`src/rtl/rgbled_pkg.sv`:
```
// Shared types, register map and helper functions of the RGB LED serial transmitter.
package rgbled_pkg;

   // Configuration register map (word index)
   localparam int unsigned CsrAddrWidth = 5;
   localparam int unsigned CsrDataWidth = 32;

   typedef enum logic [2:0] {
      REG_ONE_HIGH  = 3'd0,
      REG_ONE_LOW   = 3'd1,
      REG_ZERO_HIGH = 3'd2,
      REG_ZERO_LOW  = 3'd3,
      REG_LATCH_GAP = 3'd4,
      REG_LIMIT     = 3'd5
   } reg_index_type;

   // Register reset values
   localparam logic [7:0]  OneHighReset  = 8'd14;
   localparam logic [7:0]  OneLowReset   = 8'd3;
   localparam logic [7:0]  ZeroHighReset = 8'd3;
   localparam logic [7:0]  ZeroLowReset  = 8'd14;
   localparam logic [15:0] LatchGapReset = 16'd800;
   localparam logic [7:0]  LimitReset    = 8'd100;

   // Frame geometry
   localparam logic [4:0] FrameBits = 5'd24;

   // Line phase, one-hot
   typedef enum logic [3:0] {
      PH_IDLE = 4'b0001,
      PH_HIGH = 4'b0010,
      PH_LOW  = 4'b0100,
      PH_GAP  = 4'b1000
   } phase_type;

   // Configuration seen by the line sequencer
   typedef struct packed {
      logic [7:0]  one_high_ticks;
      logic [7:0]  one_low_ticks;
      logic [7:0]  zero_high_ticks;
      logic [7:0]  zero_low_ticks;
      logic [15:0] latch_gap_ticks;
      logic [7:0]  channel_limit;
   } cfg_type;

   // Sequencer status for checking
   typedef struct packed {
      phase_type  phase;
      logic [4:0] bits_left;
   } seq_status_type;

   // One result per tick
   typedef struct packed {
      logic line_level;
      logic busy_res;
      logic accepted;
   } result_type;

   // Remaining ticks after the first one; a count of zero acts as one
   function automatic logic [15:0] ticks_after_first(input logic [15:0] n);
      ticks_after_first = (n == 16'd0) ? 16'd0 : n - 16'd1;
   endfunction

   // Limit one colour channel
   function automatic logic [7:0] clamp_channel(input logic [7:0] v, input logic [7:0] lim);
      clamp_channel = (v > lim) ? lim : v;
   endfunction

endpackage

```
`src/rtl/rgb_led_serial_transmitter.sv`:
```
// Top level of the RGB LED serial transmitter: input stage, sequencer, result stage, CSRs.
//
//   channel | direction | handshake             | payload
//   req     | in        | req_valid/req_ready   | opcode, red, green, blue
//   rsp     | out       | rsp_valid/rsp_ready   | line_level, busy_res, accepted
//   csr     | in/out    | psel/penable/pready   | paddr, pwdata, prdata
//
// One transaction per cycle while rsp_ready is high; a request passes the input
// register, then a sequencer step into the result register, before the response.
// The sequencer state advances once per request, so line timing counts transactions.
// Synchronous active-high reset empties both stages, idles the sequencer, resets CSRs.
// A stalled response holds the result register and, once the input stage is full,
// holds off req_ready; no transaction is dropped or repeated.
module rgb_led_serial_transmitter
   import rgbled_pkg::*;
(
   input  logic                    clock,
   input  logic                    reset,
   input  logic                    req_valid,
   output logic                    req_ready,
   input  logic                    req_opcode,
   input  logic [7:0]              req_red,
   input  logic [7:0]              req_green,
   input  logic [7:0]              req_blue,
   output logic                    rsp_valid,
   input  logic                    rsp_ready,
   output logic                    rsp_line_level,
   output logic                    rsp_busy_res,
   output logic                    rsp_accepted,
   input  logic                    csr_psel,
   input  logic                    csr_penable,
   input  logic                    csr_pwrite,
   input  logic [CsrAddrWidth-1:0] csr_paddr,
   input  logic [CsrDataWidth-1:0] csr_pwdata,
   output logic [CsrDataWidth-1:0] csr_prdata,
   output logic                    csr_pready
);

   cfg_type        cfg;
   result_type     result;
   seq_status_type status;

   logic       in_valid_ff, in_valid_in;
   logic       in_opcode_ff;
   logic [7:0] in_red_ff, in_green_ff, in_blue_ff;
   logic       out_valid_ff, out_valid_in;
   result_type out_ff;
   logic       req_take;
   logic       step;

   rgbled_csr u_csr (
      .clock       (clock),
      .reset       (reset),
      .csr_psel    (csr_psel),
      .csr_penable (csr_penable),
      .csr_pwrite  (csr_pwrite),
      .csr_paddr   (csr_paddr),
      .csr_pwdata  (csr_pwdata),
      .csr_prdata  (csr_prdata),
      .csr_pready  (csr_pready),
      .cfg         (cfg)
   );

   // Step the sequencer when the input stage holds a transaction and the result has room
   assign step      = in_valid_ff && (!out_valid_ff || rsp_ready);
   assign req_ready = !in_valid_ff || step;
   assign req_take  = req_valid && req_ready;

   // Input stage
   always_comb begin
      if (req_take) begin
         in_valid_in = 1'b1;
      end else if (step) begin
         in_valid_in = 1'b0;
      end else begin
         in_valid_in = in_valid_ff;
      end
   end

   always_ff @(posedge clock) begin
      if (reset) begin
         in_valid_ff <= 1'b0;
      end else begin
         in_valid_ff <= in_valid_in;
      end
   end

   always_ff @(posedge clock) begin
      if (req_take) begin
         in_opcode_ff <= req_opcode;
         in_red_ff    <= req_red;
         in_green_ff  <= req_green;
         in_blue_ff   <= req_blue;
      end
   end

   rgbled_seq u_seq (
      .clock  (clock),
      .reset  (reset),
      .step   (step),
      .cfg    (cfg),
      .opcode (in_opcode_ff),
      .red    (in_red_ff),
      .green  (in_green_ff),
      .blue   (in_blue_ff),
      .result (result),
      .status (status)
   );

   // Result stage
   always_comb begin
      if (step) begin
         out_valid_in = 1'b1;
      end else if (rsp_ready) begin
         out_valid_in = 1'b0;
      end else begin
         out_valid_in = out_valid_ff;
      end
   end

   always_ff @(posedge clock) begin
      if (reset) begin
         out_valid_ff <= 1'b0;
      end else begin
         out_valid_ff <= out_valid_in;
      end
   end

   always_ff @(posedge clock) begin
      if (step) begin
         out_ff <= result;
      end
   end

   assign rsp_valid      = out_valid_ff;
   assign rsp_line_level = out_ff.line_level;
   assign rsp_busy_res   = out_ff.busy_res;
   assign rsp_accepted   = out_ff.accepted;

   // A taken colour always starts a high pulse of a busy line
   a_taken_drives_high: assert property (@(posedge clock) disable iff (reset)
      (rsp_valid && rsp_accepted) |-> (rsp_line_level && rsp_busy_res))
      else $error("accepted colour without high busy line");

   // Sequencer state moves only on a step
   a_state_holds: assert property (@(posedge clock) disable iff (reset)
      !step |=> $stable(status))
      else $error("sequencer state changed without a step");

   // An idle line has no bits left to send
   a_idle_empty: assert property (@(posedge clock) disable iff (reset)
      (status.phase == PH_IDLE) |-> (status.bits_left == 5'd0))
      else $error("idle line with bits pending");

   // A step always fills the result stage
   a_step_fills: assert property (@(posedge clock) disable iff (reset)
      step |=> rsp_valid)
      else $error("step lost its result");

endmodule

```
`src/rtl/rgbled_csr.sv`:
```
// APB-style configuration registers of the RGB LED serial transmitter.
module rgbled_csr
   import rgbled_pkg::*;
(
   input  logic                    clock,
   input  logic                    reset,
   input  logic                    csr_psel,
   input  logic                    csr_penable,
   input  logic                    csr_pwrite,
   input  logic [CsrAddrWidth-1:0] csr_paddr,
   input  logic [CsrDataWidth-1:0] csr_pwdata,
   output logic [CsrDataWidth-1:0] csr_prdata,
   output logic                    csr_pready,
   output cfg_type                 cfg
);

   cfg_type       cfg_ff, cfg_in;
   reg_index_type index;
   logic          write_en;

   assign csr_pready = 1'b1;
   assign index      = reg_index_type'(csr_paddr[CsrAddrWidth-1:2]);
   assign write_en   = csr_psel && csr_penable && csr_pwrite;

   // Decode the write transaction
   always_comb begin
      cfg_in = cfg_ff;
      if (write_en) begin
         case (index)
            REG_ONE_HIGH:  cfg_in.one_high_ticks  = csr_pwdata[7:0];
            REG_ONE_LOW:   cfg_in.one_low_ticks   = csr_pwdata[7:0];
            REG_ZERO_HIGH: cfg_in.zero_high_ticks = csr_pwdata[7:0];
            REG_ZERO_LOW:  cfg_in.zero_low_ticks  = csr_pwdata[7:0];
            REG_LATCH_GAP: cfg_in.latch_gap_ticks = csr_pwdata[15:0];
            REG_LIMIT:     cfg_in.channel_limit   = csr_pwdata[7:0];
            default:       cfg_in = cfg_ff;
         endcase
      end
   end

   always_ff @(posedge clock) begin
      if (reset) begin
         cfg_ff.one_high_ticks  <= OneHighReset;
         cfg_ff.one_low_ticks   <= OneLowReset;
         cfg_ff.zero_high_ticks <= ZeroHighReset;
         cfg_ff.zero_low_ticks  <= ZeroLowReset;
         cfg_ff.latch_gap_ticks <= LatchGapReset;
         cfg_ff.channel_limit   <= LimitReset;
      end else begin
         cfg_ff <= cfg_in;
      end
   end

   // Read back
   always_comb begin
      csr_prdata = '0;
      case (index)
         REG_ONE_HIGH:  csr_prdata[7:0]  = cfg_ff.one_high_ticks;
         REG_ONE_LOW:   csr_prdata[7:0]  = cfg_ff.one_low_ticks;
         REG_ZERO_HIGH: csr_prdata[7:0]  = cfg_ff.zero_high_ticks;
         REG_ZERO_LOW:  csr_prdata[7:0]  = cfg_ff.zero_low_ticks;
         REG_LATCH_GAP: csr_prdata[15:0] = cfg_ff.latch_gap_ticks;
         REG_LIMIT:     csr_prdata[7:0]  = cfg_ff.channel_limit;
         default:       csr_prdata = '0;
      endcase
   end

   assign cfg = cfg_ff;

endmodule

```
`src/rtl/rgbled_seq.sv`:
```
// Line sequencer: bit timing state, colour clamp and frame shifter, one tick per step.
module rgbled_seq
   import rgbled_pkg::*;
(
   input  logic           clock,
   input  logic           reset,
   input  logic           step,
   input  cfg_type        cfg,
   input  logic           opcode,
   input  logic [7:0]     red,
   input  logic [7:0]     green,
   input  logic [7:0]     blue,
   output result_type     result,
   output seq_status_type status
);

   phase_type   phase_ff, phase_in;
   logic [15:0] ticks_ff, ticks_in;
   logic [23:0] shift_ff, shift_in;
   logic [4:0]  bits_ff, bits_in;
   logic [23:0] shifted;
   logic [4:0]  bits_dec;
   logic [7:0]  red_c, green_c, blue_c;
   logic        level;
   logic        taken;

   // Ticks left after the first tick of a high or low pulse for a given bit value
   function automatic logic [15:0] high_len(input logic bit_val, input cfg_type c);
      high_len = ticks_after_first({8'd0, bit_val ? c.one_high_ticks : c.zero_high_ticks});
   endfunction

   function automatic logic [15:0] low_len(input logic bit_val, input cfg_type c);
      low_len = ticks_after_first({8'd0, bit_val ? c.one_low_ticks : c.zero_low_ticks});
   endfunction

   assign shifted  = {shift_ff[22:0], 1'b0};
   assign bits_dec = bits_ff - 5'd1;
   assign red_c    = clamp_channel(red, cfg.channel_limit);
   assign green_c  = clamp_channel(green, cfg.channel_limit);
   assign blue_c   = clamp_channel(blue, cfg.channel_limit);

   // Advance the line phase by one tick, then take a colour if idle
   always_comb begin
      phase_in = phase_ff;
      ticks_in = ticks_ff;
      shift_in = shift_ff;
      bits_in  = bits_ff;
      level    = 1'b0;
      taken    = 1'b0;
      case (phase_ff)
         PH_GAP: begin
            if (ticks_ff != 16'd0) begin
               ticks_in = ticks_ff - 16'd1;
            end else begin
               phase_in = PH_IDLE;
            end
         end
         PH_HIGH: begin
            if (ticks_ff != 16'd0) begin
               ticks_in = ticks_ff - 16'd1;
               level    = 1'b1;
            end else begin
               phase_in = PH_LOW;
               ticks_in = low_len(shift_ff[23], cfg);
            end
         end
         PH_LOW: begin
            if (ticks_ff != 16'd0) begin
               ticks_in = ticks_ff - 16'd1;
            end else begin
               shift_in = shifted;
               bits_in  = bits_dec;
               if (bits_dec != 5'd0) begin
                  phase_in = PH_HIGH;
                  ticks_in = high_len(shifted[23], cfg);
                  level    = 1'b1;
               end else begin
                  phase_in = PH_GAP;
                  ticks_in = ticks_after_first(cfg.latch_gap_ticks);
               end
            end
         end
         PH_IDLE: begin
            phase_in = PH_IDLE;
         end
         default: begin
            phase_in = PH_IDLE;
         end
      endcase

      // Load a new frame: green, red, blue, MSB first
      if (phase_in == PH_IDLE && opcode) begin
         shift_in = {green_c, red_c, blue_c};
         bits_in  = FrameBits;
         phase_in = PH_HIGH;
         ticks_in = high_len(green_c[7], cfg);
         level    = 1'b1;
         taken    = 1'b1;
      end
   end

   always_ff @(posedge clock) begin
      if (reset) begin
         phase_ff <= PH_IDLE;
         ticks_ff <= '0;
         shift_ff <= '0;
         bits_ff  <= '0;
      end else if (step) begin
         phase_ff <= phase_in;
         ticks_ff <= ticks_in;
         shift_ff <= shift_in;
         bits_ff  <= bits_in;
      end
   end

   assign result.line_level = level;
   assign result.busy_res   = (phase_in != PH_IDLE);
   assign result.accepted   = taken;

   assign status.phase     = phase_ff;
   assign status.bits_left = bits_ff;

endmodule
```
`config.mk`:
```
export PLATFORM = sky130hd
export DESIGN_NAME = rgb_led_serial_transmitter
export DESIGN_NICKNAME = d
export VERILOG_FILES = /design/src/rtl/rgbled_pkg.sv /design/src/rtl/rgb_led_serial_transmitter.sv /design/src/rtl/rgbled_csr.sv /design/src/rtl/rgbled_seq.sv
export SDC_FILE = /design/constraint.sdc
export NUM_CORES = 1
export LEC_CHECK = 0
export BUFFER_PORTS_ARGS = -buffer_cell sky130_fd_sc_hd__buf_4
export CAP_MARGIN = 10
export CORE_ASPECT_RATIO = 2
export CORE_MARGIN = 5
export CORE_UTILIZATION = 30
export DETAILED_ROUTE_END_ITERATION = 12
export GPL_TIMING_DRIVEN = 0
export PLACE_DENSITY = 0.5
export SYNTH_ARGS = -nofsm -noshare
export SYNTH_HDL_FRONTEND = slang
export SYNTH_SLANG_ARGS = --single-unit
```
`constraint.sdc`:
```
create_clock -name clock -period 5.6 [get_ports clock]
set_input_delay 0.28 -clock clock [delete_from_list [all_inputs] [get_ports clock]]
set_output_delay 0.28 -clock clock [all_outputs]
set_load 0.01 [all_outputs]
```
======== Word level (Yosys, flattened, before mapping) ========
Index checks and enable logic that the tools add are counted.
cells by class
  add/subtract/negate cells ............... 6
  $lt $le $gt $ge ......................... 3
  eq/ne operators ......................... 12
  multiplexer cells ....................... 39
  reductions and logical operators ........ 28
operators by type and width
  cell                                                                  count
  16-bit 2-to-1 mux                                                     9
  24-bit 2-to-1 mux                                                     3
  8-bit 2-to-1 mux                                                      7
  16-bit one-hot mux with 3 select lines                                1
  8-bit one-hot mux with 6 select lines                                 1
  16-bit by 1-bit subtractor with 16-bit output, second input constant  2
  8-bit by 1-bit subtractor with 9-bit output, second input constant    3
  8-bit > comparator                                                    3
  8-bit zero test                                                       3
  4-bit 2-to-1 mux                                                      5
  16-bit zero test                                                      1
  16-bit nonzero test                                                   1
  5-bit 2-to-1 mux                                                      3
  4-bit one-hot mux with 3 select lines                                 1
  2-bit AND reduction                                                   6
  1-bit 2-to-1 mux                                                      8
  3-bit by 2-bit == test with 1-bit output, second input constant       2
  3-bit == test, second input constant                                  2
  3-bit AND reduction                                                   2
  2-bit nonzero test                                                    3
  1-bit logical AND                                                     5
  5-bit nonzero test                                                    1
  5-bit by 1-bit subtractor with 5-bit output, second input constant    1
  4-bit by 1-bit == test with 1-bit output, second input constant       1
  12 further kinds                                                      14
storage, ports and cells
  register bits ........................... 135
  input bits .............................. 69
  output and inout port bits .............. 38
  logic and storage cells ................. 107

======== Depth between registers and ports, before layout ========
  depth after elaboration ................. 9
  mapped depth ............................ 18
  gate-level depth less buffers ........... 16

======== Hierarchy ========
From an unflattened synthesis, not the netlist that was laid out.
second synthesis, totals
  cells, all modules ...................... 948
  area, all modules ....................... 8615.8 um^2
modules (own cells, without submodules)
  module                      times used  cells an instance  area each (um^2)  seq. area each (um^2)
  rgbled_seq                  1           607                4777.1            980.9
  rgbled_csr                  1           303                2894.0            1121.1
  rgb_led_serial_transmitter  1           38                 944.7             880.8

======== Worst setup path before layout ========
Ideal clock, no wire load.
  path kind ............................... register -> register
  from .................................... register u_csr.cfg_ff (netlist bit u_csr.cfg[5])
  to ...................................... register u_seq.ticks_ff[0]
  library setup time ...................... 0.130 ns
  arrival time ............................ 3.884 ns
  required time ........................... 5.470 ns
  path slack .............................. 1.587 ns
  cell stages (with the launch flop) ...... 18
  path buffers ............................ 2
  clock period less this slack ............ 4.013 ns
  path through ............................ dfxtp_1 inv_1 ha_1 a211oi_1 nor2_1 o311ai_1 and2_1 clkbuf_1 clkbuf_1 mux2i_1 ha_1 inv_1 or3_1 or3_1 nor3_1 mux2i_1 a32oi_1 a21oi_1
on the way
  cells in the longest elaborated chain, start to end .. 6
  elaborated cells on any way between the ends .. 7
  classes of those cells .................. 1 x add/sub; 1 x order compare; 4 x mux; 1 x reduce/logical
RTL lines
  what                                                                                   line               source
  from (decl)                                                                            rgbled_csr.sv:17   cfg_type cfg_ff, cfg_in;
  from (signal assigned)                                                                 rgbled_csr.sv:50   cfg_ff <= cfg_in;
  8-bit > comparator (*)                                                                 rgbled_pkg.sv:66   clamp_channel = (v > lim) ? lim : v;
  8-bit 2-to-1 mux (*)                                                                   rgbled_pkg.sv:66
  8-bit 2-to-1 mux (*)                                                                   rgbled_seq.sv:29   high_len = ticks_after_first({8'd0, bit_val ? c.one_high_ticks : c.zero_high_ticks});
  8-bit by 1-bit subtractor with 9-bit output / 8-bit zero test (equally long branches)  rgbled_pkg.sv:61   ticks_after_first = (n == 16'd0) ? 16'd0 : n - 16'd1;
  16-bit 2-to-1 mux (*)                                                                  rgbled_pkg.sv:61
  16-bit 2-to-1 mux (*)                                                                  rgbled_seq.sv:92   if (phase_in == PH_IDLE && opcode) begin
  to (signal assigned)                                                                   rgbled_seq.sv:110  ticks_ff <= ticks_in;
  to (decl)                                                                              rgbled_seq.sv:18   logic [15:0] ticks_ff, ticks_in;
Mark *: on every way between the ends. The rest lies on a longest branch, timed or not.
A chain may end at the register's enable or synchronous reset.

======== Worst setup path in the final report ========
  from .................................... register u_csr.cfg_ff (netlist bit u_csr.cfg[1])
  to ...................................... register u_seq.ticks_ff[0]
Same word-level chain as after synthesis.

==> insert_results.sql <==
INSERT INTO impl_metrics (metric_group, metric, value, unit) VALUES
('outcome', 'run_status', 'finished clean', ''),
('synth', 'top_flip_flop_cell_by_instance_count_after_synthesis', 'dfxtp_1', ''),
('grt', 'grt_remaining_overflow', '0', ''),
('sta', 'worst_slew_margin_rel', '25.2', '%'),
('min_path', 'worst_hold_startpoint', 'csr_pwdata[8]', ''),
('setup_path', 'endpoint_kind', 'flip-flop', ''),
('clocking', 'clkLatencyLatePin', '0.46', 'ns'),
('setup_path', 'path_max_fanout', '10', ''),
('detailed_routing', 'detail_route.wl_per_cell', '19.9', 'microns'),
('setup_path', 'worstSetupStartpointType', 'flip-flop', ''),
('place', 'gp_congestion', '0.924', ''),
('detailed_routing', 'drc', '0', ''),
('setup_path', 'worst-setup-path-type', 'flip-flop to flip-flop', ''),
('finish', 'fillCellCount', '2829', ''),
('finish', 'fin_nets', '1162', ''),
('synth', 'synthTopCellsByArea', 'dfxtp_1 (26%), edfxtp_1 (10%), mux2i_1 (9.9%)', ''),
('clocking', 'clk_path_buf_depth', '2', ''),
('die', 'die-width', '127', 'microns'),
('finish', 'total_inserted_antenna_cells', '0', ''),
('clocking', 'ctsHtreeMaxLevel', '4', ''),
('power_and_ir_drop', 'vdd.ir_drop.worst', '0.000162', 'V'),
('setup_path', 'cpMaxStageDelayCell', 'dfxtp_1', ''),
('sta', 'finalHoldViolations', '0', ''),
('setup_path', 'timing.critical_path.buf_inv', '4', ''),
('synth', 'synthesis.yosys.warnings', '0', ''),
('power_and_ir_drop', 'power.leakage', '3.87', 'nW'),
('grt', 'pin_count_of_the_biggest_net_entering_global_routing', '26', ''),
('synth', 'synth-edff-count', '28', ''),
('min_path', 'min_path_cells', '3', ''),
('setup_path', 'critPathMaxStageDelay', '0.60', 'ns'),
('clocking', 'numCtsBuffers', '17', ''),
('detailed_routing', 'route.vias.total', '7374', ''),
('sta', 'worst_pin_slew', '1.12', 'ns'),
('synth', 'synth.yosys.seq_area_share', '36.4', '%'),
('die', 'floorplan.initialDensity', '30.4', '%'),
('grt', 'grt_use_total', '18.6', '%'),
('setup_path', 'cp_num_cells', '18', ''),
('synth', 'post_synth_num_cell_types', '76', ''),
('synth', 'mappedNetlistArea', '8190', 'sq um'),
('setup_path', 'worst-endpoint-required', '5.93', 'ns'),
('place', 'place.detailed.hpwl', '22.3', 'mm'),
('clocking', 'cts_setup_buffers', '0', ''),
('die', 'chipHeight', '244', 'microns'),
('die', 'core_area', '26900', 'sq um'),
('clocking', 'cts.reportedPaths.clkPinSlew', '0.06', 'ns'),
('synth', 'ys_seq_elements', '135', ''),
('power_and_ir_drop', 'power.density', '259', 'nW/um^2'),
('detailed_routing', 'drtIter0Drc', '379', ''),
('min_path', 'holdPathEnd', 'u_csr.cfg[16]', ''),
('finish', 'flow.area_growth_from_synthesis', '23.2', '%'),
('die', 'io_pins', '107', ''),
('detailed_routing', 'wl', '28.3', 'mm'),
('setup_path', 'path_cells', 'inv_1 -> ha_1 -> nor2b_1 -> o211ai_1 -> a21oi_1 -> o311ai_1 -> and2_1 -> clkbuf_1 -> clkbuf_2 -> mux2i_1 -> ha_1 -> inv_1 -> or3_1 -> or3_1 -> nor3_1 -> mux2i_1 -> a32oi_1 -> a21oi_1', ''),
('setup_path', 'regToRegEndpoint', 'u_seq.ticks_ff[0]', ''),
('min_path', 'timing.hold.worst.class', 'primary input to flip-flop', ''),
('synth', 'synth.largest_area_cell', 'dfxtp_1', ''),
('setup_path', 'path_delay_family', 'simple AND/OR/NAND/NOR gates', ''),
('sta', 'timing.clock.skew', '0.0150', 'ns'),
('run', 'timing.max_cap.violations', '0', ''),
('place', 'io_buffers', '69', ''),
('grt', 'first_global_vias', '7439', ''),
('detailed_routing', 'drtAntennaViolNets', '0', ''),
('finish', 'core_utilization_of_the_finished_layout', '37.5', '%'),
('finish', 'multi_input_comb_area', '4800', 'sq um'),
('finish', 'sequential_cell_area', '2980', 'sq um'),
('clocking', 'tritoncts_num_sinks', '135', ''),
('synth', 'postSynthAreaPerCell', '8.79', 'sq um'),
('detailed_routing', 'drt-pass1-iter-count', '7', ''),
('setup_path', 'timing.rr.start', 'u_csr.cfg[1]', ''),
('clocking', 'cts_root_buf', 'clkbuf_16', ''),
('synth', 'post-synth-top-area-fraction', '26.2', '%');
[flip-flops by register name, indices dropped and copies added (netlist names)]
name	cells
rsp_line_level	1
in_valid_ff	1
in_opcode_ff	1
u_seq.bits_ff	5
u_seq.shift_ff	24
rsp_busy_res	1
u_csr.cfg	56
rsp_valid	1
in_red_ff	8
rsp_accepted	1
u_seq.phase_ff	4
in_blue_ff	8
in_green_ff	8
u_seq.ticks_ff	16
[through the flow]
| stage | hold WS (ns) | area (sq um) | worst slack [ns] | std cells | total power, mW |
|---|---|---|---|---|---|
| global route | 0.0522 | 10100 | 0.0246 | 1422 | 2.71 |
| detailed placement | 0.450 | 9210 | 0.201 | 1365 | 1.42 |
| global placement | 0.443 | 9200 | 0.200 | 1364 | 1.42 |
| CTS | 0.0279 | 10100 | 0.168 | 1422 | 2.64 |
| finish | 0.0484 | 10100 | 0.304 | 1422 | 2.61 |
| floorplan | 0.379 | 8250 | 1.59 | 947 | 1.29 |
[cell usage after synthesis, types with 5 or more instances]
cell and instances:
a21oi_1 58, and3_1 5, inv_1 23, a22oi_1 22, nand2b_1 12, a31oi_1 15, xor2_1 16, mux2i_1 81
buf_1 7, o22ai_1 18, o211ai_1 9, a211o_1 8, nor2_1 106, nor2b_1 8, dfxtp_1 107, buf_2 9
nand4_1 8, buf_4 19, o21ai_0 31, nand2_1 81, xnor2_1 27, and2_1 14, or3_1 9, nand3_1 14
nor4_1 6, edfxtp_1 28, mux2_2 11, clkbuf_1 33, and4_1 8, ha_1 32, a211oi_1 9, nor3_1 19
[final cells by class]
type | count | area share, %
tap | 348 | 4.31
clock inverter | 7 | 1.12
clock buffer | 25 | 5.12
inverter | 24 | 0.942
sequential | 135 | 29.6
buffer | 71 | 3.63
multi-input combinational | 717 | 47.6
timing repair buffer | 95 | 7.71
[tightest hold or removal path, stage by stage]
cell and delay (ns):
buf_4 0.08, nand2_1 0.04, nand3_1 0.06
[worst max-delay path by stage]
stage | from | to | slack (ns)
3_5_place_dp | u_csr.cfg[1] | u_seq.ticks_ff[0] | 0.20
6_report | u_csr.cfg[1] | u_seq.ticks_ff[0] | 0.30
3_3_place_gp | u_csr.cfg[1] | u_seq.ticks_ff[0] | 0.20
2_1_floorplan | u_csr.cfg[5] | u_seq.ticks_ff[0] | 1.59
5_1_grt | u_csr.cfg[1] | u_seq.ticks_ff[0] | 0.02
4_1_cts | u_csr.cfg[1] | u_seq.ticks_ff[0] | 0.17
[what timing repair did]
action | CTS | global route
hold buffers | 25 | 0
hold endpoints to repair | 25 | 0
endpoints found under the setup margin | 0 | 7
resized for setup | 0 | 2
[cells in the final DEF, fill, tap and decap left out, types with 22 or more instances in the layout]
master / count
edfxtp_1: 28
dfxtp_1: 107
inv_1: 23
a21oi_1: 58
nor2_1: 106
xnor2_1: 27
o21ai_0: 31
a22oi_1: 22
ha_1: 32
mux2i_1: 81
clkbuf_1: 35
buf_4: 88
nand2_1: 81
dlygate4sd3_1: 25
[cells by family after synthesis]
group,synth area share [%]
flip-flops,36.4
AO/OA/AOI/OAI,17.0
other,0.0917
adder cells (fa/ha/maj),4.89
multiplexers,11.7
buffers and inverters,5.62
AND/OR/NAND/NOR,19.7
XOR/XNOR,4.60
[metal layers]
metal / track usage (%) / wire, microns
met1: 18.0 / 9930
met4: 14.6 / 2310
met2: 34.0 / 15000
met5: 0 / 0
met3: 3.20 / 1080
[report_power, final]
group          internal, mW  total, mW  switching, mW
Combinational         0.156      0.364          0.208
Clock                 0.771       1.20          0.431
Sequential             1.02       1.05         0.0252
Total                  1.95       2.61          0.663
(Power assumes the default switching activity.)
